<file path="src/rtl/fqwc_pkg.sv">
// Shared types and constants of the flow queue window classifier.
// Used by every module under rtl; depends on nothing else.
`timescale 1ns / 1ps
`default_nettype none

package fqwc_pkg;

   localparam int MODE_W      = 2;
   localparam int FID_W       = 6;
   localparam int OCC_W       = 32;
   localparam int SCNT_W      = 4;
   localparam int REQ_DATA_W  = 40;
   localparam int RSP_DATA_W  = 40;

   localparam logic [MODE_W-1:0] MODE_ADD    = 2'd0;
   localparam logic [MODE_W-1:0] MODE_QUERY  = 2'd1;
   localparam logic [MODE_W-1:0] MODE_FORGET = 2'd2;

   localparam logic [OCC_W-1:0] THRESH_RESET = 32'd65536;

   // one beat of sample data into the window scan
   typedef struct packed {
      logic             clear;
      logic             valid;
      logic [OCC_W-1:0] data;
   } scan_ctl_type;

   typedef struct packed {
      logic [OCC_W-1:0] peak;
      logic             varies;
   } scan_result_type;

endpackage

`default_nettype wire

</file>
<file path="src/rtl/fqwc_flow_table.sv">
// Per-flow count and ring head memory with a clearing pass after reset.
// Depends on fqwc_pkg (imported for house consistency).
`timescale 1ns / 1ps
`default_nettype none

module fqwc_flow_table
   import fqwc_pkg::*;
#(
   parameter int FLOWS   = 64,
   parameter int ENTRY_W = 7
) (
   input  wire logic                       clock,
   input  wire logic                       reset,
   output logic                            busy,
   input  wire logic                       rd_en,
   input  wire logic [$clog2(FLOWS)-1:0]   rd_addr,
   output logic      [ENTRY_W-1:0]         rd_data,
   input  wire logic                       wr_en,
   input  wire logic [$clog2(FLOWS)-1:0]   wr_addr,
   input  wire logic [ENTRY_W-1:0]         wr_data
);

   localparam int FLOW_W = $clog2(FLOWS);

   logic [ENTRY_W-1:0] mem [FLOWS];
   logic [ENTRY_W-1:0] rd_data_ff;
   logic               clr_busy_ff;
   logic               clr_busy_in;
   logic [FLOW_W-1:0]  clr_idx_ff;
   logic [FLOW_W-1:0]  clr_idx_in;

   always_comb begin
      clr_busy_in = clr_busy_ff;
      clr_idx_in  = clr_idx_ff;
      if (clr_busy_ff) begin
         clr_idx_in = clr_idx_ff + FLOW_W'(1);
         if (clr_idx_ff == FLOW_W'(FLOWS - 1)) begin
            clr_busy_in = 1'b0;
         end
      end
   end

   always_ff @(posedge clock) begin
      if (reset) begin
         clr_busy_ff <= 1'b1;
         clr_idx_ff  <= '0;
      end else begin
         clr_busy_ff <= clr_busy_in;
         clr_idx_ff  <= clr_idx_in;
      end
   end

   // clear one entry a cycle, then take normal writes
   always_ff @(posedge clock) begin
      if (clr_busy_ff) begin
         mem[clr_idx_ff] <= '0;
      end else if (wr_en) begin
         mem[wr_addr] <= wr_data;
      end
   end

   always_ff @(posedge clock) begin
      if (rd_en) begin
         rd_data_ff <= mem[rd_addr];
      end
   end

   assign rd_data = rd_data_ff;
   assign busy    = clr_busy_ff;

endmodule

`default_nettype wire

</file>
<file path="config.mk">
export PLATFORM = sky130hd
export DESIGN_NAME = fqwc_flow_table
export DESIGN_NICKNAME = d
export VERILOG_FILES = /design/src/rtl/fqwc_pkg.sv /design/src/rtl/fqwc_flow_table.sv
export SDC_FILE = /design/constraint.sdc
export NUM_CORES = 1
export LEC_CHECK = 0
export BUFFER_PORTS_ARGS = -buffer_cell sky130_fd_sc_hd__buf_4
export CORE_MARGIN = 2
export CORE_UTILIZATION = 45
export CTS_CLUSTER_SIZE = 8
export DETAILED_ROUTE_END_ITERATION = 8
export GPL_ROUTABILITY_DRIVEN = 0
export GPL_TIMING_DRIVEN = 0
export PLACE_DENSITY = 0.63
export SETUP_SLACK_MARGIN = 0.3
export SYNTH_ARGS = -nofsm -noshare
export SYNTH_HDL_FRONTEND = slang
export SYNTH_SLANG_ARGS = --single-unit
</file>
<file path="constraint.sdc">
create_clock -name clock -period 5.1 [get_ports clock]
set_input_delay 1.02 -clock clock [delete_from_list [all_inputs] [get_ports clock]]
set_output_delay 1.02 -clock clock [all_outputs]
set_load 0.01 [all_outputs]
</file>
# After elaboration in Yosys (flattened, before gate mapping)
# Memories as Yosys holds them, arrays and structs flattened. A register that Yosys moved wholly into a read port is not among the register bits.
# Cells that the tools add are included.
# word_totals
register_bits,7
ram_bits,448
in_bits,23
out_inout_bits,8
wordCells,16
memories,1
# op_classes
add_sub_neg,1
eq_ne,1
muxes,10
n_reduce_logical,1
# mem_list
memory,words,width,rd,rd_clocked_by_memory_dff,wr,line_no,source
mem,64,7,1,1,1,fqwc_flow_table.sv:25,logic [ENTRY_W-1:0] mem [FLOWS];
# ops
cell,count
$mux W1,8
$mux W7,1
$reduce_or A7 Y1,1
$add A6 B1 Y6 const B,1
$eq A6 B6 Y1 const B,1
$mux W6,1

# Logic depth before layout (Yosys ltp)
# logic_depth
word_depth,5
depth_mapped,8
ltp_nobuf,5

# Worst setup path after synthesis
# No wires, ideal clock.
# synth_timing
path_kind,input to register
from,input wr_en
to,"memory mem[0][0], data pin"
setup_time_ns,0.367
arrival_ns,2.571
required_ns,4.733
setup_slack_ns,2.162
cell_stages,4
n_path_buf,2
cell_sequence,nor2b_1 -> clkbuf_1 -> clkbuf_1 -> and2_1
# synth_via
elab_chain_len,5
# synth_lines
item,line_no,source
start: declaration,fqwc_flow_table.sv:18,"input wire logic wr_en,"
$mux W1,fqwc_flow_table.sv:57,end else if (wr_en) begin
$mux W1,fqwc_flow_table.sv:55,if (clr_busy_ff) begin
$mux W1 (implied by the code),fqwc_flow_table.sv:58,mem[wr_addr] <= wr_data;
$reduce_or A7 Y1 (no line),n/a,
$mux W7 (no line),n/a,
end: declaration,fqwc_flow_table.sv:25,
# Every way passes these cells.

# Worst setup path in the final report
# layout_timing
from,input wr_en
to,"memory mem[59][4], enable pin"
# layout_via
elab_chain_len,5
word_cells_on_any_way,6
classes_between,5 x mux; 1 x reduce/logical
# layout_lines
item,line_no
$mux W1 *,fqwc_flow_table.sv:57
$mux W1 *,fqwc_flow_table.sv:55
$mux W1 (implied by the code) *,fqwc_flow_table.sv:58
$reduce_or A7 Y1 (no line),n/a
$mux W6 (no line) / $mux W1 (equally long branches),n/a
# Mark *: on every way between the ends. The rest lies on a longest branch, timed or not.

==> summary.log <==
INFO  outcome        outcome=complete, no violations
INFO  pwr            p_leak=7.20nW
INFO  cells_and_area area_added_between_synthesis_and_finish=15.4%
INFO  routing        drt_first_pass_iters=5
INFO  pwr            sequentialPowerShare=49.5%
INFO  synth          top_flip_flop_cell_by_instance_count_after_synthesis=sky130_fd_sc_hd__edfxtp_1
INFO  timing         totalNegativeSetupSlack=0ns
INFO  timing         max_clock_freq=309MHz
INFO  die            core.rowCount=73
INFO  synth          proportion_of_synthesized_flip_flops_having_asynchronous_set_or_reset=0%
INFO  die            initial_core_util=45.7%
INFO  synth          post_synth_inst_count=898
INFO  timing         max_slew.worst_pin.slew=0.870ns
INFO  cts            number_of_buffers_inserted_by_hold_repair_at_cts=0
INFO  pwr            p_per_area=399nW/um2
INFO  cells_and_area fillerInstances=3184
INFO  die            core_area=39800um2
INFO  worst_setup_path critPathRequiredTime=5.29ns
INFO  cts            cts-root-to-sink-buffers=3
INFO  cts            clk_pin_slew_worst_paths=0.05ns
INFO  synth          number_of_synthesized_flops_with_an_enable_pin=455
INFO  worst_setup_path critical_path.startpoint_type=input pin
INFO  synth          post_synth.cell_area_avg=20.3um2
INFO  timing         slew-limit-headroom=41.6%
INFO  cts            clock_tree.root_cell=sky130_fd_sc_hd__clkbuf_16
INFO  cts            cts_inserted_buffers=67
INFO  grt            global_route.overflow_total=0
INFO  cells_and_area number_of_nets_in_the_finished_design=1024
INFO  synth          portion_of_the_post_synthesis_area_used_by_sequential_elements=75.8%
INFO  routing        detail_route.vias_per_cell=6.06
INFO  synth          synth.yosys.warnings=0
INFO  routing        drc_errors=0
INFO  worst_hold_path hold_path_class=reg -> reg
INFO  timing         timing_hold_violations_final=0
INFO  die            floorplan.die.width=205um
INFO  timing         fin_crit_sh=63.4%
INFO  run            timing.max_cap.violations=0
INFO  pwr            power.switching_fraction=20.6%
INFO  die            die_area=42100um2
INFO  routing        dr_total_vias=9313
INFO  cts            cts_resized=0
INFO  cells_and_area layout-drive-gt1-share=26.1%
INFO  cts            post_cts.repair.setup_buffers=0
INFO  die            die_height=205um
INFO  cts            clkSinkCount=462
INFO  timing         slew_viol_final=0
INFO  timing         post-route-min-period=3.24ns
INFO  worst_setup_path worstPathArrival=3.43ns
INFO  grt            grt_pass1_vias=9338
INFO  placed_design  dp_hpwl=29.0mm
INFO  timing         grt_setup_unrepaired=false
INFO  routing        detail-route-antenna-nets=0
INFO  pwr            clockPowerShare=46.1%
INFO  routing        drtIter0Drc=915
INFO  cts            ctsHtreeMaxLevel=3
INFO  die            ioPinCount=31
INFO  worst_setup_path criticalPathCategory=in -> reg
INFO  synth          syn-cell-area=18200um2
INFO  routing        drt_wl_total=44.6mm
INFO  grt            grt_first_pass_wirelength=64.5mm
INFO  cells_and_area finish.utilization=52.8%
INFO  synth          mappedNetlistNets=922
INFO  synth          synth-seq-cells=462
INFO  grt            maximum_number_of_pins_on_one_net_before_global_route_repair=56
INFO  timing         timing.final.setup_violations=0
INFO  pwr            vdd_drop_max=0.218mV
INFO  worst_setup_path worstPathMaxFanout=10
INFO  grt            grt_antenna_before_repair=1
INFO  grt            grt_usage=22.0%
INFO  routing        detail_route.wl_per_cell=29.0um
INFO  placed_design  port-buffer-count=26
INFO  cts            clkLatencyLatePin=0.57ns
INFO  timing         skew=0.0186ns
INFO  pwr            power.switching=1.73mW
INFO  cts            clock_tree_from_tritoncts=built
INFO  synth          synth.distinct_cells=50
INFO  cells_and_area antenna_cells_inserted=0
INFO  pwr            p_int=6.66mW
INFO  pwr            share_comb_of_total_power=4.3%
INFO  worst_setup_path critPathCaptureType=register
INFO  timing         whs=0.569ns
[critical path, cell delays in order]
cell and delay (ns):
sky130_fd_sc_hd__buf_4 0.08, sky130_fd_sc_hd__nor2b_1 0.11, sky130_fd_sc_hd__clkbuf_1 0.35, sky130_fd_sc_hd__buf_1 0.35, sky130_fd_sc_hd__nand3_1 0.15, sky130_fd_sc_hd__o21ai_0 0.14
sky130_fd_sc_hd__nand2_1 0.47, sky130_fd_sc_hd__nor2_1 0.75
[layout by cell type (no fill, tap or decap), types with 4 or more instances in the layout]
cell type,n
sky130_fd_sc_hd__nand3b_1,6
sky130_fd_sc_hd__or3_1,4
sky130_fd_sc_hd__a21oi_1,6
sky130_fd_sc_hd__o21ai_1,6
sky130_fd_sc_hd__nor3_1,10
sky130_fd_sc_hd__mux2i_1,12
sky130_fd_sc_hd__inv_6,5
sky130_fd_sc_hd__a31oi_1,8
sky130_fd_sc_hd__clkbuf_1,23
sky130_fd_sc_hd__o22ai_1,19
sky130_fd_sc_hd__a22oi_1,7
sky130_fd_sc_hd__and2_2,7
sky130_fd_sc_hd__nand2_1,33
sky130_fd_sc_hd__inv_1,5
sky130_fd_sc_hd__nor2_1,70
sky130_fd_sc_hd__mux2_2,5
sky130_fd_sc_hd__buf_2,15
sky130_fd_sc_hd__nand2b_1,9
sky130_fd_sc_hd__buf_4,33
sky130_fd_sc_hd__nand3_1,10
sky130_fd_sc_hd__mux4_2,111
sky130_fd_sc_hd__o21ai_0,8
sky130_fd_sc_hd__a22o_1,4
sky130_fd_sc_hd__clkbuf_16,68
sky130_fd_sc_hd__nor2b_1,7
sky130_fd_sc_hd__buf_6,6
sky130_fd_sc_hd__a211oi_1,5
sky130_fd_sc_hd__dfxtp_1,7
sky130_fd_sc_hd__edfxtp_1,455
sky130_fd_sc_hd__o221ai_1,5
sky130_fd_sc_hd__buf_12,5
[Yosys cell counts (8+ instances only)]
| cell type | number | share of area (%) |
|---|---|---|
| sky130_fd_sc_hd__mux2i_1 | 12 | 0.66 |
| sky130_fd_sc_hd__nand2b_1 | 9 | 0.31 |
| sky130_fd_sc_hd__buf_2 | 15 | 0.41 |
| sky130_fd_sc_hd__nor2_1 | 70 | 1.4 |
| sky130_fd_sc_hd__o21ai_0 | 8 | 0.22 |
| sky130_fd_sc_hd__nand3_1 | 10 | 0.27 |
| sky130_fd_sc_hd__a31oi_1 | 8 | 0.27 |
| sky130_fd_sc_hd__edfxtp_1 | 455 | 75 |
| sky130_fd_sc_hd__mux4_2 | 111 | 14 |
| sky130_fd_sc_hd__and2_1 | 10 | 0.34 |
| sky130_fd_sc_hd__clkbuf_1 | 15 | 0.31 |
| sky130_fd_sc_hd__nand2_1 | 33 | 0.68 |
| sky130_fd_sc_hd__o22ai_1 | 19 | 0.65 |
| sky130_fd_sc_hd__nor3_1 | 10 | 0.27 |
[logic make-up (layout without fill, tap and decap cells)]
| logic type | after synthesis | in the layout | synth area share (%) |
|---|---|---|---|
| AO/OA/AOI/OAI | 84 | 84 | 3.23 |
| XOR/XNOR | 4 | 4 | 0.192 |
| adder cells (fa/ha/maj) | 1 | 1 | 0.0687 |
| buffers and inverters | 51 | 166 | 1.61 |
| flip-flops | 462 | 462 | 75.8 |
| multiplexers | 129 | 129 | 14.8 |
| AND/OR/NAND/NOR | 167 | 167 | 4.25 |
[path summary, 6_finish.rpt]
check,startpoint,end,slack (ns),depth (start not counted)
max,wr_en,mem[59][4]$_DFFE_PP_,1.86,8
min,clr_idx_ff[5]$_SDFFE_PP0P_,clr_idx_ff[5]$_SDFFE_PP0P_,0.57,2
max reg2reg,busy$_SDFF_PP1_,mem[37][2]$_DFFE_PP_,2.06,7
min reg2reg,clr_idx_ff[5]$_SDFFE_PP0P_,clr_idx_ff[5]$_SDFFE_PP0P_,0.57,2
[sequential cells by signal (all words and copies together) (netlist names)]
register / cells
rd_data: 7
mem: 448
busy: 1
clr_idx_ff: 6
[metrics by stage]
step                power (mW)  std cells  setup slack, ns  cell area (um2)
CTS                       8.43       1538             1.92            21000
finish                    8.39       1538             1.86            21000
global placement          4.59       1449            0.763            19100
detailed placement        4.59       1456             1.33            19200
global route              8.61       1538             1.64            21000
floorplan                 4.44        898             2.16            18200
[final cells by class]
cell class                      count  area [um2]  area share, %
Buffer                             46         275           1.31
Clock inverter                      6        60.1          0.286
Clock buffer                       76        1730           8.24
Timing Repair Buffer               33         350           1.67
Inverter                            5        18.8         0.0893
Multi-Input combinational cell    385        4120           19.6
Tap cell                          525         657           3.13
Sequential cell                   462       13800           65.7
[power groups by stage]
stage / Clock, mW / Combinational, mW / Sequential [mW]
floorplan: 0 / 0.217 / 4.23
global placement: 0 / 0.360 / 4.23
detailed placement: 0 / 0.361 / 4.23
CTS: 3.91 / 0.362 / 4.16
global route: 4.07 / 0.382 / 4.15
finish: 3.87 / 0.365 / 4.16
[per-layer routing]
metal  wire length (um)  GRT usage (%)  up-vias
li1                   -              -     3886
met5                  0              0        -
met3               4060           5.50       91
met4               1450           8.48        0
met2              20700           33.2      451
met1              18400           31.0     4885
Note: power is estimated with default switching activity, not from simulation.
