==> src/rtl/fqwc_pkg.sv <==
// Shared types and constants of the flow queue window classifier.
// Used by every module under rtl; depends on nothing else.
`timescale 1ns / 1ps
`default_nettype none

package fqwc_pkg;

   localparam int MODE_W      = 2;
   localparam int FID_W       = 6;
   localparam int OCC_W       = 32;
   localparam int SCNT_W      = 4;
   localparam int REQ_DATA_W  = 40;
   localparam int RSP_DATA_W  = 40;

   localparam logic [MODE_W-1:0] MODE_ADD    = 2'd0;
   localparam logic [MODE_W-1:0] MODE_QUERY  = 2'd1;
   localparam logic [MODE_W-1:0] MODE_FORGET = 2'd2;

   localparam logic [OCC_W-1:0] THRESH_RESET = 32'd65536;

   // one beat of sample data into the window scan
   typedef struct packed {
      logic             clear;
      logic             valid;
      logic [OCC_W-1:0] data;
   } scan_ctl_type;

   typedef struct packed {
      logic [OCC_W-1:0] peak;
      logic             varies;
   } scan_result_type;

endpackage

`default_nettype wire

==> src/rtl/fqwc_window_scan.sv <==
// Running peak and all-equal check over the sample beats of one window.
// Depends on fqwc_pkg for scan_ctl_type and scan_result_type.
`timescale 1ns / 1ps
`default_nettype none

module fqwc_window_scan
   import fqwc_pkg::*;
(
   input  wire logic            clock,
   input  wire logic            reset,
   input  wire scan_ctl_type    ctl,
   output scan_result_type      res
);

   logic             have_ff;
   logic             have_in;
   logic             varies_ff;
   logic             varies_in;
   logic [OCC_W-1:0] peak_ff;
   logic [OCC_W-1:0] peak_in;
   logic [OCC_W-1:0] first_ff;
   logic [OCC_W-1:0] first_in;

   always_comb begin
      have_in   = have_ff;
      varies_in = varies_ff;
      peak_in   = peak_ff;
      first_in  = first_ff;
      if (ctl.clear) begin
         have_in   = 1'b0;
         varies_in = 1'b0;
         peak_in   = '0;
      end else if (ctl.valid) begin
         if (!have_ff) begin
            // first slot of the window sets the reference value
            have_in  = 1'b1;
            peak_in  = ctl.data;
            first_in = ctl.data;
         end else begin
            if (ctl.data > peak_ff) begin
               peak_in = ctl.data;
            end
            if (ctl.data != first_ff) begin
               varies_in = 1'b1;
            end
         end
      end
   end

   always_ff @(posedge clock) begin
      if (reset) begin
         have_ff   <= 1'b0;
         varies_ff <= 1'b0;
         peak_ff   <= '0;
      end else begin
         have_ff   <= have_in;
         varies_ff <= varies_in;
         peak_ff   <= peak_in;
      end
   end

   always_ff @(posedge clock) begin
      first_ff <= first_in;
   end

   assign res.peak   = peak_ff;
   assign res.varies = varies_ff;

endmodule

`default_nettype wire

==> config.mk <==
export PLATFORM = sky130hd
export DESIGN_NAME = fqwc_window_scan
export DESIGN_NICKNAME = d
export VERILOG_FILES = /design/src/rtl/fqwc_pkg.sv /design/src/rtl/fqwc_window_scan.sv
export SDC_FILE = /design/constraint.sdc
export NUM_CORES = 1
export LEC_CHECK = 0
export ABC_AREA = 1
export BUFFER_PORTS_ARGS = -buffer_cell sky130_fd_sc_hd__buf_2
export CORE_MARGIN = 2
export CORE_UTILIZATION = 50
export CTS_CLUSTER_SIZE = 28
export DETAILED_ROUTE_END_ITERATION = 16
export PLACE_DENSITY = 0.8
export SLEW_MARGIN = 5
export SYNTH_ARGS = -nofsm -noshare
export SYNTH_HDL_FRONTEND = slang
export SYNTH_SLANG_ARGS = --single-unit
==> constraint.sdc <==
create_clock -name clock -period 4.1 [get_ports clock]
set_input_delay 0.615 -clock clock [delete_from_list [all_inputs] [get_ports clock]]
set_output_delay 0.615 -clock clock [all_outputs]
set_load 0.03 [all_outputs]
Word level (Yosys, flattened, before mapping)
Cells that the tools add are included.
{"block": "totals", "inputBits": 36, "out_inout_bits": 33, "elab_cells": 15, "register_bits": 66}
{"block": "op_classes", "reduce_logical": 4, "order_cmp": 1, "n_mux": 2, "eq_ne": 2, "bitwise_logic": 2}
{"operator": "two-way mux 32 bit", "count": 2}
{"operator": "greater-than comparator 32 bit", "count": 1}
{"operator": "inequality test 32 bit", "count": 1}
{"operator": "AND reduction 3 bit", "count": 2}
{"operator": "inequality test 2 x 1 -> 1 bit, second input constant", "count": 1}
{"operator": "inverter 1 bit", "count": 2}
{"operator": "AND reduction 2 bit", "count": 1}
{"operator": "OR reduction 2 bit", "count": 1}

Longest topological paths before layout
Gate-level depths: netlist of the first run.
{"block": "logic_depth", "word_depth": 3, "depth_mapped": 19, "ltp_nobuf": 18}

Least setup slack after synthesis of the first run
OpenSTA, ideal clock, no wires.
{"block": "synth_timing", "path_type": "input to register", "start": "input ctl[32] (netlist bit)", "end": "register first_ff[0] (enable)", "arrival_time_ns": 3.510, "path_stages": 3, "t_required_ns": 3.632, "setup_slack_ns": 0.122, "setup_time_ns": 0.468, "path_buffers": 2, "path_cell_list": "clkbuf_1 -> buf_2 -> nor3b_1"}
{"block": "synth_via", "elab_chain_cells": 1}
{"element": "start: declaration", "line": "fqwc_window_scan.sv:11", "text": "input wire scan_ctl_type ctl,"}
{"element": "AND reduction 3 bit (no line)"}
{"element": "end signal: assignment", "line": "fqwc_window_scan.sv:63", "text": "first_ff <= first_in;"}
{"element": "end: declaration", "line": "fqwc_window_scan.sv:21", "text": "logic [OCC_W-1:0] first_ff;"}
No other way between the ends.
A chain may end at the register's enable or synchronous reset.

Final worst setup path of the first run
{"block": "layout_timing", "start": "register peak_ff[23]", "end": "register peak_ff[17]"}
{"block": "layout_via", "elab_chain_cells": 3}
{"element": "start: declaration", "line": "fqwc_window_scan.sv:19", "text": "logic [OCC_W-1:0] peak_ff;"}
{"element": "start signal: assignment", "line": "fqwc_window_scan.sv:58", "text": "peak_ff <= peak_in;"}
{"element": "greater-than comparator 32 bit", "line": "fqwc_window_scan.sv:40", "text": "if (ctl.data > peak_ff) begin"}
{"element": "inequality test 2 x 1 -> 1 bit (no line)"}
{"element": "AND reduction 2 bit (no line)"}
No other way between the ends.

==> results of run 1 <==
-- worst max-delay path: cells and delay by family, from the launching register on --
family        cells  cell delay (ns)
buf+inv           1             0.05
simple gates     11             1.52
fa+ha+maj         1             0.28
flops             1             0.36
-- registers in the layout, summed over array words and instances, names as in the netlist --
register and cells:
have_ff 1, peak_ff 32, varies_ff 1, first_ff 32
-- per-layer routing --
layer / wire length (µm) / up-vias / part of all wire (%) / track usage (%)
met2: 3640 / 75 / 47 / 32.1
li1: - / 1598 / - / -
met4: 151 / 0 / 2.0 / 8.33
met1: 3530 / 1397 / 46 / 25.9
met3: 342 / 13 / 4.5 / 4.09
met5: 0 / - / 0 / 0
-- cell usage after synthesis (6+ instances only) --
cell and number:
nor2_1 53, a21oi_1 44, ha_1 32, nand2_1 81, xor2_1 14, xnor2_1 11, edfxtp_1 32, inv_1 74
buf_6 6, nand3_1 40, dfxtp_1 34
-- worst max path at each step --
stage                                  start                       end  slack (ns)  cells past startpoint
global route        peak_ff[23]$_SDFFE_PP0P_  peak_ff[17]$_SDFFE_PP0P_        1.50                     13
global placement                     ctl[23]   peak_ff[3]$_SDFFE_PP0P_        1.55                     13
finish              peak_ff[23]$_SDFFE_PP0P_  peak_ff[17]$_SDFFE_PP0P_        1.75                     13
detailed placement                   ctl[23]  peak_ff[12]$_SDFFE_PP0P_        1.49                     13
CTS                 peak_ff[23]$_SDFFE_PP0P_  peak_ff[17]$_SDFFE_PP0P_        1.77                     13
floorplan                            ctl[32]     first_ff[0]$_DFFE_PP_        0.12                      3
-- metrics by stage --
stage                     total power, mW  hold WS [ns]  area, µm²
after global placement              0.999         0.462       4130
after global routing                 1.56         0.476       4300
after floorplan                     0.932         0.427       3740
after detailed placement             1.01         0.466       4130
after CTS                            1.49         0.474       4300
final                                1.48         0.479       4300
-- power by group --
part	switching (mW)	leakage [nW]	internal (mW)
Combinational	0.159	1.35	0.0972
Sequential	0.0178	0.577	0.722
Clock	0.249	0.0851	0.233
-- cell type report --
cell class	count	area (µm²)
Timing Repair Buffer	72	370
Fill cell	665	2950
Sequential cell	66	1640
Inverter	75	282
Clock buffer	11	141
Clock inverter	5	30.0
Tap cell	99	124
Multi-Input combinational cell	300	1710
-- kinds of logic (layout without fill, tap and decap cells) --
family	after synthesis	in the layout	synth area share [%]
flip-flops	66	66	43.8
adder cells (fa/ha/maj)	32	32	10.7
AND/OR/NAND/NOR	193	193	22.0
buffers and inverters	92	163	10.7
AO/OA/AOI/OAI	50	50	7.02
XOR/XNOR	25	25	5.85
==> run metrics, run 1 <==
core footprint just over 0.007 mm²; placed cell count approximately 610; Hold Buf Count CTS 0; Max Transition Viols Final 0; CTS root buf clkbuf_8; initial core utilization between 50% and 60%; worst vdd ir about 0.21 mV; Non-Filler Instances 628; WL final about 7700 µm; first-pass GRT wire length 13300 µm; slowest stage cell, crit path nand2_4; first-pass iteration count of the detailed router 7; clock sink count 66; Overflow after GRT 0; min-delay src varies_ff$_SDFFE_PP0P_; commonest cells after routing, fill and taps aside nand2_1 (81), inv_1 (74), buf_2 (68); RSZ-0062 raised after global routing no; final worst setup slack 1.75 ns; outcome complete, no violations; Final setup viols 0; Max Fclk ~430 MHz; antenna viol nets, final 0; pwr/cell area ~340 mW/mm²; hold path depth 2; worst clock skew slightly above 0.01 ns; routability cong. about 0.86; Vias/cell 4.91; die area about 0.0082 mm²; Lkg Pwr ~2 nW; fin crit period around 2.3 ns; final hold violation count 0; Seq/Total Area, Yosys about 44%; hpwl dp 5570 µm; Vias approximately 3k; CTS resizes 0; most frequent CP cell nand2_1; port buffer count 68; DRC violations left 0; count of cell types in the netlist 28; top_reg_cell synth dfxtp_1; Clock Tree Buf Depth 2; Place WS 1.49 ns; fraction of registers with async set/reset 0%; Reg2Reg Capture Point peak_ff[17]$_SDFFE_PP0P_; R2R depth 13; crit-path cells inv_1 -> ha_1 -> nand2_1 -> nor2_1 -> nand4_1 -> nor2_2 -> nand2_1 -> nand2_1 -> nand2_2 -> nand2_4 -> nand3_1 -> nand2_1 -> nor2_1; Die X just over 90 µm; Crit. End Element flop; top cell type's share of synthesized area between 20 and 30%; worst min path class reg2reg; FF+latch count, synth 66; period utilization 57.3%; standard-cell row count 31; Yosys top cell by area edfxtp_1; Antenna Cells 0; Boundary Pins just under 70; mapped cell area between 0.003 and 0.004 mm²; Syn Area/Cell about 8.2 µm²; Area contributors post-synth edfxtp_1 (26%), dfxtp_1 (18%), ha_1 (11%); Post-synth EDFFs 32; Die Y a little over 90 µm; nets 592; worst reg2reg setup slack 1.75 ns; Syn Inst Count around 460; Max-Cap Viols 0; DR WL/cell between 10 and 15 µm; Clock Latency Late Sink approximately 0.34 ns; vias in the first global route 3029; # Post-CTS Setup Buffers 0; pin count of the biggest net entering global routing 65; DR iter-0 viols 143; Yosys Warn Count 0; Critical Path AT 2.57 ns; total CTS buffers 9; commonest non-fill, non-tap cell in the layout nand2_1; Layout area overhead 14.8%; CTS tree built; Reg2Reg Launch Point peak_ff[23]$_SDFFE_PP0P_; hold path endpoint varies_ff$_SDFFE_PP0P_; initial antenna violation count 0; Tot GR Track Use around 20%; Mapped Nets 526; Setup TNS 0 ns; crit path launch type flop; Crit Path Max Fanout 64; crit path kind reg2reg; Slew @ Worst Pin 0.797 ns; Worst EP required roughly 4.3 ns; relative slew slack a little under half; fin util approximately 59%; H-tree levels 3; CTS clk-pin slew, worst paths about 0.070 ns; Crit path largest cell delay between 0.4 and 0.5 ns; layout cell share with drive strength beyond 1 a little under a fifth
No activity file was read; power rests on OpenSTA's default activity.
==> run 2: changes to the inputs <==
--- a/config.mk
+++ b/config.mk
@@ -5,7 +5,7 @@
 export SDC_FILE = /design/constraint.sdc
 export NUM_CORES = 1
 export LEC_CHECK = 0
-export ABC_AREA = 1
+export ABC_AREA = 0
 export BUFFER_PORTS_ARGS = -buffer_cell sky130_fd_sc_hd__buf_2
 export CORE_MARGIN = 2
 export CORE_UTILIZATION = 50
==> constraint.sdc (replaced) <==
create_clock -name clock -period 2.03 [get_ports clock]
set_input_delay 0.3045 -clock clock [delete_from_list [all_inputs] [get_ports clock]]
set_output_delay 0.3045 -clock clock [all_outputs]
set_load 0.03 [all_outputs]
==> run metrics, run 2 <==
outcome finished, violations left (was complete, no violations); failing checks negative setup slack; commonest non-fill, non-tap cell in the layout buf_4 (was nand2_1); Area contributors post-synth edfxtp_1 (27%), dfxtp_1 (19%), ha_1 (11%) (was edfxtp_1 (26%), dfxtp_1 (18%), ha_1 (11%)); crit-path cells inv_4 -> ha_4 -> nand4_1 -> or4_4 -> o31ai_4 -> buf_4 -> a31o_4 -> clkbuf_16 -> nand3_1 -> a21boi_1 (was inv_1 -> ha_1 -> nand2_1 -> nor2_1 -> nand4_1 -> nor2_2 -> nand2_1 -> nand2_1 -> nand2_2 -> nand2_4 -> nand3_1 -> nand2_1 -> nor2_1); hold path depth 2 (unchanged); routability cong. 0.847 (was 0.859); final worst setup slack -0.500 ns (was 1.75 ns); Top Registers first_ff: 32 flops, peak_ff: 32 flops (unchanged); H-tree levels 3 (unchanged); Comb pwr share 21.4% (was 17.3%); Max Transition Viols Final 0 (unchanged); Max Fclk 395 MHz (was 426 MHz); Clock Tree Buf Depth 2 (unchanged); P_int 2.36 mW (was 1.05 mW); vias in the first global route 3517 (was 3029); # fillers 382 (was 665); antenna viol nets, final 0 (unchanged); FF+latch count, synth 66 (unchanged); slowest stage cell, crit path or4_4 (was nand2_4); Yosys Warn Count 0 (unchanged); Psw 940 µW (was 426 µW); Antenna Cells 0 (unchanged); Max-Cap Viols 0 (unchanged); Die X 88.9 µm (was 90.5 µm); RSZ-0062 raised after global routing yes (was no); Syn Inst Count 346 (was 458); worst vdd ir 0.482 mV (was 0.211 mV); worst reg2reg setup slack -0.50 ns (was 1.75 ns); DR WL/cell 20.8 µm (was 12.2 µm); relative slew slack 71.0% (was 46.8%); DRC violations left 0 (unchanged); Layout area overhead 52.3% (was 14.8%); pwr/cell area 602 mW/mm² (was 344 mW/mm²); standard-cell row count 30 (was 31); WHS 0.138 ns (was 0.479 ns); Commonest cells post-synth nand3_1 (36), dfxtp_1 (34), o21ai_1 (33) (was nand2_1 (81), inv_1 (74), nor2_1 (53)); Slew @ Worst Pin 0.435 ns (was 0.797 ns); initial antenna violation count 0 (unchanged); Clock Latency Late Sink 0.36 ns (was 0.34 ns); first-pass iteration count of the detailed router 7 (unchanged); nets 581 (was 592); fraction of registers with async set/reset 0% (unchanged); pin count of the biggest net entering global routing 33 (was 65); mapped cell area 0.00360 mm² (was 0.00374 mm²); Crit Path Max Fanout 10 (was 64); top cell type's share of synthesized area 26.7% (was 25.7%); CTS root buf clkbuf_8 (unchanged); total CTS buffers 9 (unchanged); min-delay src reset (was varies_ff$_SDFFE_PP0P_); CTS clk-pin slew, worst paths 0.07 ns (about the same); Critical Path AT 2.81 ns (was 2.57 ns); Reg2Reg Capture Point peak_ff[11]$_SDFFE_PP0P_ (was peak_ff[17]$_SDFFE_PP0P_); port buffer count 68 (unchanged); worst clock skew 0.00778 ns (was 0.0103 ns); worst min path class in2reg (was reg2reg); top_reg_cell synth dfxtp_1 (unchanged); Tot GR Track Use 30.8% (was 19.9%); crit path launch type flop (unchanged); Reg2Reg Launch Point peak_ff[23]$_SDFFE_PP0P_ (unchanged); period utilization 125% (was 57.3%); Post-synth EDFFs 32 (unchanged); Boundary Pins 69 (unchanged); CTS tree built (unchanged); Crit. End Element flop (unchanged); Lkg Pwr 2.17 nW (was 2.01 nW); R2R depth 10 (was 13); core footprint 0.00687 mm² (was 0.00725 mm²); Vias 3605 (was 3083); DR iter-0 viols 351 (was 143); initial core utilization 52.4% (was 51.6%); Worst EP required 2.31 ns (was 4.32 ns); power share of the clock group 34.2% (was 32.6%); Final setup viols 32 (was 0); clock sink count 66 (unchanged); crit path kind reg2reg (unchanged); switching part of the total power 28.5% (was 28.8%); commonest cells after routing, fill and taps aside buf_4 (86), buf_2 (68), xnor2_1 (32), edfxtp_1 (32), a21boi_1 (28) (was nand2_1 (81), inv_1 (74), buf_2 (68)); Vias/cell 5.87 (was 4.91); count of cell types in the netlist 37 (was 28); Mapped Nets 414 (was 526); Crit path largest cell delay 0.59 ns (was 0.47 ns); Overflow after GRT 0 (unchanged); top-count cell post-synth nand3_1 (was nand2_1); Syn Area/Cell 10.4 µm² (was 8.18 µm²); hold path endpoint varies_ff$_SDFFE_PP0P_ (unchanged); layout cell share with drive strength beyond 1 51.7% (was 18.7%); hpwl dp 7290 µm (was 5570 µm); Reg power frac 44.4% (was 50.1%); Yosys top cell by area edfxtp_1 (unchanged); fin crit period 2.53 ns (was 2.35 ns); final hold violation count 0 (unchanged); die area 0.00790 mm² (was 0.00820 mm²); Design Power 3.30 mW (was 1.48 mW); WL final 12800 µm (was 7660 µm); first-pass GRT wire length 17800 µm (was 13300 µm); Die Y 88.9 µm (was 90.5 µm); Seq/Total Area, Yosys 45.6% (was 43.8%)
==> run 2: how the worst max path moves through the flow <==
stage          cells after the start                     start                       end  slack [ns]
4_1_cts                           10  peak_ff[20]$_SDFFE_PP0P_  peak_ff[31]$_SDFFE_PP0P_       -0.29
6_report                          10  peak_ff[23]$_SDFFE_PP0P_  peak_ff[11]$_SDFFE_PP0P_       -0.50
2_1_floorplan                      9  peak_ff[26]$_SDFFE_PP0P_   peak_ff[0]$_SDFFE_PP0P_       -0.17
5_1_grt                           10  peak_ff[23]$_SDFFE_PP0P_  peak_ff[11]$_SDFFE_PP0P_       -0.55
3_5_place_dp                      10                   ctl[17]  peak_ff[16]$_SDFFE_PP0P_       -0.43
3_3_place_gp                      10                   ctl[17]  peak_ff[25]$_SDFFE_PP0P_       -0.32
==> run 2: per-stage QoR <==
stage | cell area (µm²) | setup WS [ns] | TNS [ns] | cells | util [%]
5_1_grt | 5480 | -0.549 | -14.50 | 614 | 79.8
6_report | 5480 | -0.500 | -12.88 | 614 | 79.8
3_5_place_dp | 4770 | -0.429 | -12.54 | 585 | 69.4
2_1_floorplan | 3720 | -0.167 | -4.69 | 346 | -
4_1_cts | 5270 | -0.292 | -8.76 | 609 | 76.6
3_3_place_gp | 4770 | -0.324 | -10.01 | 585 | 69.4
==> run 2: metal layers <==
| layer | global-route usage, % | share of wire, % | wire length, µm |
|---|---|---|---|
| met2 | 50.2 | 49 | 6310 |
| met1 | 38.3 | 38 | 4860 |
| met5 | 0 | 0 | 0 |
| met4 | 14.5 | 3.8 | 486 |
| met3 | 7.74 | 8.8 | 1120 |
==> run 2: what timing repair did <==
| action | in CTS | in global routing |
|---|---|---|
| gates resized for setup | 51 | 25 |
| pin swaps | 25 | 22 |
| gates cloned | 4 | 3 |
| endpoints found under the setup margin | 32 | 32 |
| hold buffers | 0 | 0 |
| buffers inserted | 4 | 3 |
==> run 2: cell type report <==
type                       instances  area [µm²]  area share, %
clock inverter                     4        42.5          0.776
clock buffer                      12         145           2.65
sequential                        66        1690           30.9
timing repair buffer             172        1280           23.4
inverter                          32         123           2.24
tap                               96         120           2.19
multi-input combinational        232        2080           37.9
==> run 2: worst max-delay path, delay by kind of cell (launching register included) <==
family | cells | cell delay [ns]
simple gates | 3 | 0.84
compound gates | 3 | 0.58
buf+inv | 3 | 0.38
flops | 1 | 0.36
fa+ha+maj | 1 | 0.26
==> run 2: power groups by stage <==
stage	Clock (mW)	Combinational [mW]	Sequential [mW]
3_5_place_dp	0	0.571	1.49
5_1_grt	1.19	0.746	1.47
3_3_place_gp	0	0.547	1.49
4_1_cts	1.11	0.637	1.46
6_report	1.13	0.706	1.47
2_1_floorplan	0	0.256	1.54
==> run 2: cell families after synthesis <==
family,Yosys count,share of synthesized area (%)
xor gates and xnor gates,32,7.78
buffers and inverters,48,7.09
AOI/OAI and AO/OA,95,17.2
and+or+nand+nor,73,11.3
adders and majority gates,32,11.1
DFF,66,45.6
==> run 3: changes to the inputs <==
--- a/config.mk
+++ b/config.mk
@@ -7,11 +7,14 @@
 export LEC_CHECK = 0
 export ABC_AREA = 0
 export BUFFER_PORTS_ARGS = -buffer_cell sky130_fd_sc_hd__buf_2
+export CELL_PAD_IN_SITES_DETAIL_PLACEMENT = 1
+export CELL_PAD_IN_SITES_GLOBAL_PLACEMENT = 1
 export CORE_MARGIN = 2
-export CORE_UTILIZATION = 50
+export CORE_UTILIZATION = 39
 export CTS_CLUSTER_SIZE = 28
 export DETAILED_ROUTE_END_ITERATION = 16
 export PLACE_DENSITY = 0.8
+export RECOVER_POWER = 100
 export SLEW_MARGIN = 5
 export SYNTH_ARGS = -nofsm -noshare
 export SYNTH_HDL_FRONTEND = slang
==> run metrics, run 3 (synthesized netlist as in run 2, its figures left out) <==
initial core utilization 39.5% (was 52.4%); crit path launch type flop (unchanged); Clock Latency Late Sink 0.37 ns (was 0.36 ns); die area 0.0100 mm² (was 0.00790 mm²); fin crit period 2.61 ns (was 2.53 ns); crit path kind reg2reg (unchanged); worst clock skew 0.0160 ns (was 0.00778 ns); Placed Area 0.00480 mm² (was 0.00477 mm²); DRC violations left 0 (unchanged); Worst EP required 2.32 ns (was 2.31 ns); Crit path max-delay family simple AND/OR/NAND/NOR gates (unchanged); pin count of the biggest net entering global routing 33 (unchanged); pwr/cell area 625 mW/mm² (was 602 mW/mm²); Lkg Pwr 1.94 nW (was 2.17 nW); antenna viol nets, final 0 (unchanged); Hold Buf Count CTS 0 (unchanged); Crit Path Max Fanout 5 (was 10); Top Metal Used met4 (unchanged); Max Fclk 383 MHz (was 395 MHz); routability cong. 0.828 (was 0.847); DR WL/cell 26.7 µm (was 20.8 µm); Top Registers first_ff: 32 flops, peak_ff: 32 flops (unchanged); first-pass iteration count of the detailed router 4 (was 7); first-pass GRT wire length 22900 µm (was 17800 µm); commonest non-fill, non-tap cell in the layout clkbuf_1 (was buf_4); standard-cell row count 35 (was 30); Vias 3703 (was 3605); RSZ-0062 raised after global routing yes (unchanged); Boundary Pins 69 (unchanged); WHS 0.144 ns (was 0.138 ns); Clock Tree Buf Depth 2 (unchanged); Critical Path AT 2.90 ns (was 2.81 ns); worst min path class in2reg (unchanged); metal2 WL 8530 µm (was 6310 µm); core footprint 0.00911 mm² (was 0.00687 mm²); Layout area overhead 53.6% (was 52.3%); Die Y 100 µm (was 88.9 µm); vias in the first global route 3955 (was 3517); Die X 100 µm (was 88.9 µm); commonest cells after routing, fill and taps aside clkbuf_1 (64), buf_4 (58), buf_2 (35) (was buf_4 (86), buf_2 (68), xnor2_1 (32), edfxtp_1 (32), a21boi_1 (28)); initial antenna violation count 0 (unchanged); CTS clk-pin slew, worst paths 0.09 ns (was 0.07 ns); CTS tree built (unchanged); slowest stage cell, crit path or4_4 (unchanged); worst vdd ir 0.349 mV (was 0.482 mV); Antenna Cells 0 (unchanged); layout cell share with drive strength beyond 1 44.8% (was 51.7%); Crit path largest cell delay 0.52 ns (was 0.59 ns); DR iter-0 viols 225 (was 351); Tot GR Track Use 31.1% (was 30.8%); Slew @ Worst Pin 0.982 ns (was 0.435 ns); nets 583 (was 581); relative slew slack 34.5% (was 71.0%); worst path bufs/invs 4 (was 3); total CTS buffers 9 (unchanged); DRT met1 WL 6210 µm (was 4860 µm); CTS root buf clkbuf_8 (unchanged); WL final 16900 µm (was 12800 µm); Crit. End Element flop (unchanged); Max Transition Viols Final 0 (unchanged); Design Power 3.46 mW (was 3.30 mW); period utilization 129% (was 125%); Final setup viols 33 (was 32); hpwl dp 9060 µm (was 7290 µm); Overflow after GRT 0 (unchanged); final hold violation count 0 (unchanged); final worst setup slack -0.580 ns (was -0.500 ns); clock sink count 66 (unchanged); crit-path cells inv_1 -> ha_1 -> nand4_1 -> or4_4 -> o31ai_4 -> buf_4 -> a31o_4 -> buf_12 -> clkbuf_16 -> nand3_2 -> a21boi_1 (was inv_4 -> ha_4 -> nand4_1 -> or4_4 -> o31ai_4 -> buf_4 -> a31o_4 -> clkbuf_16 -> nand3_1 -> a21boi_1); H-tree levels 3 (unchanged); Max-Cap Viols 0 (unchanged); port buffer count 68 (unchanged); fin util 60.7% (was 79.8%); Final Instance Area 0.00553 mm² (was 0.00548 mm²); Vias/cell 5.87 (about the same); wire length on met3 1010 µm (was 1120 µm); outcome finished, violations left (unchanged); failing checks negative setup slack (unchanged)
[run 3: final cells by class]
class / count / area, µm²
clock buffers: 10 / 149
well taps: 111 / 139
fillers: 1002 / 3580
inverters: 32 / 128
clock inverters: 6 / 63.8
flip-flops and latches: 66 / 1690
repair buffers: 174 / 1130
multi-input cells: 232 / 2230
[run 3: per-stage QoR]
step           setup WS, ns  setup TNS (ns)  std cells
2_1_floorplan        -0.167           -4.69        346
3_3_place_gp         -0.382          -11.64        598
3_5_place_dp         -0.522          -15.54        598
4_1_cts              -0.412          -12.23        629
5_1_grt              -0.686          -19.41        631
6_report             -0.580          -16.24        631
[run 3: what timing repair did]
item,in CTS,in global routing
setup endpoints to repair,32,32
pin swaps,27,36
gates resized for setup,31,72
endpoints found under the hold margin,0,0
cloned,5,2
buffers inserted,11,6
[run 3: worst register-to-register path: stages, from the launching register on]
cell       delay, ns
dfxtp_4         0.36
inv_1           0.04
ha_1            0.29
nand4_1         0.22
or4_4           0.52
o31ai_4         0.27
buf_4           0.17
a31o_4          0.12
buf_12          0.13
clkbuf_16       0.14
nand3_2         0.06
a21boi_1        0.20
[run 3: path summary, 6_finish.rpt]
check | from | end | slack [ns] | cells after the start
worst min register to register | peak_ff[4]$_SDFFE_PP0P_ | peak_ff[4]$_SDFFE_PP0P_ | 0.59 | 3
worst max register to register | peak_ff[19]$_SDFFE_PP0P_ | peak_ff[16]$_SDFFE_PP0P_ | -0.58 | 11
worst max-delay path | peak_ff[19]$_SDFFE_PP0P_ | peak_ff[16]$_SDFFE_PP0P_ | -0.58 | 11
worst min-delay path | reset | varies_ff$_SDFFE_PP0P_ | 0.14 | 2
[run 3: power by group]
| part | total, mW | internal [mW] | leakage, nW | switching, mW |
|---|---|---|---|---|
| clock network | 1.25 | 0.640 | 0.103 | 0.610 |
| registers | 1.48 | 1.44 | 0.587 | 0.0343 |
| logic | 0.733 | 0.309 | 1.25 | 0.424 |
| total | 3.46 | 2.39 | 1.94 | 1.07 |
[run 3: per-layer routing]
metal / global-route usage [%] / vias up
met5: 0 / -
met4: 15.9 / 0
met3: 5.64 / 75
met2: 55.3 / 196
met1: 35.7 / 1832
li1: - / 1600
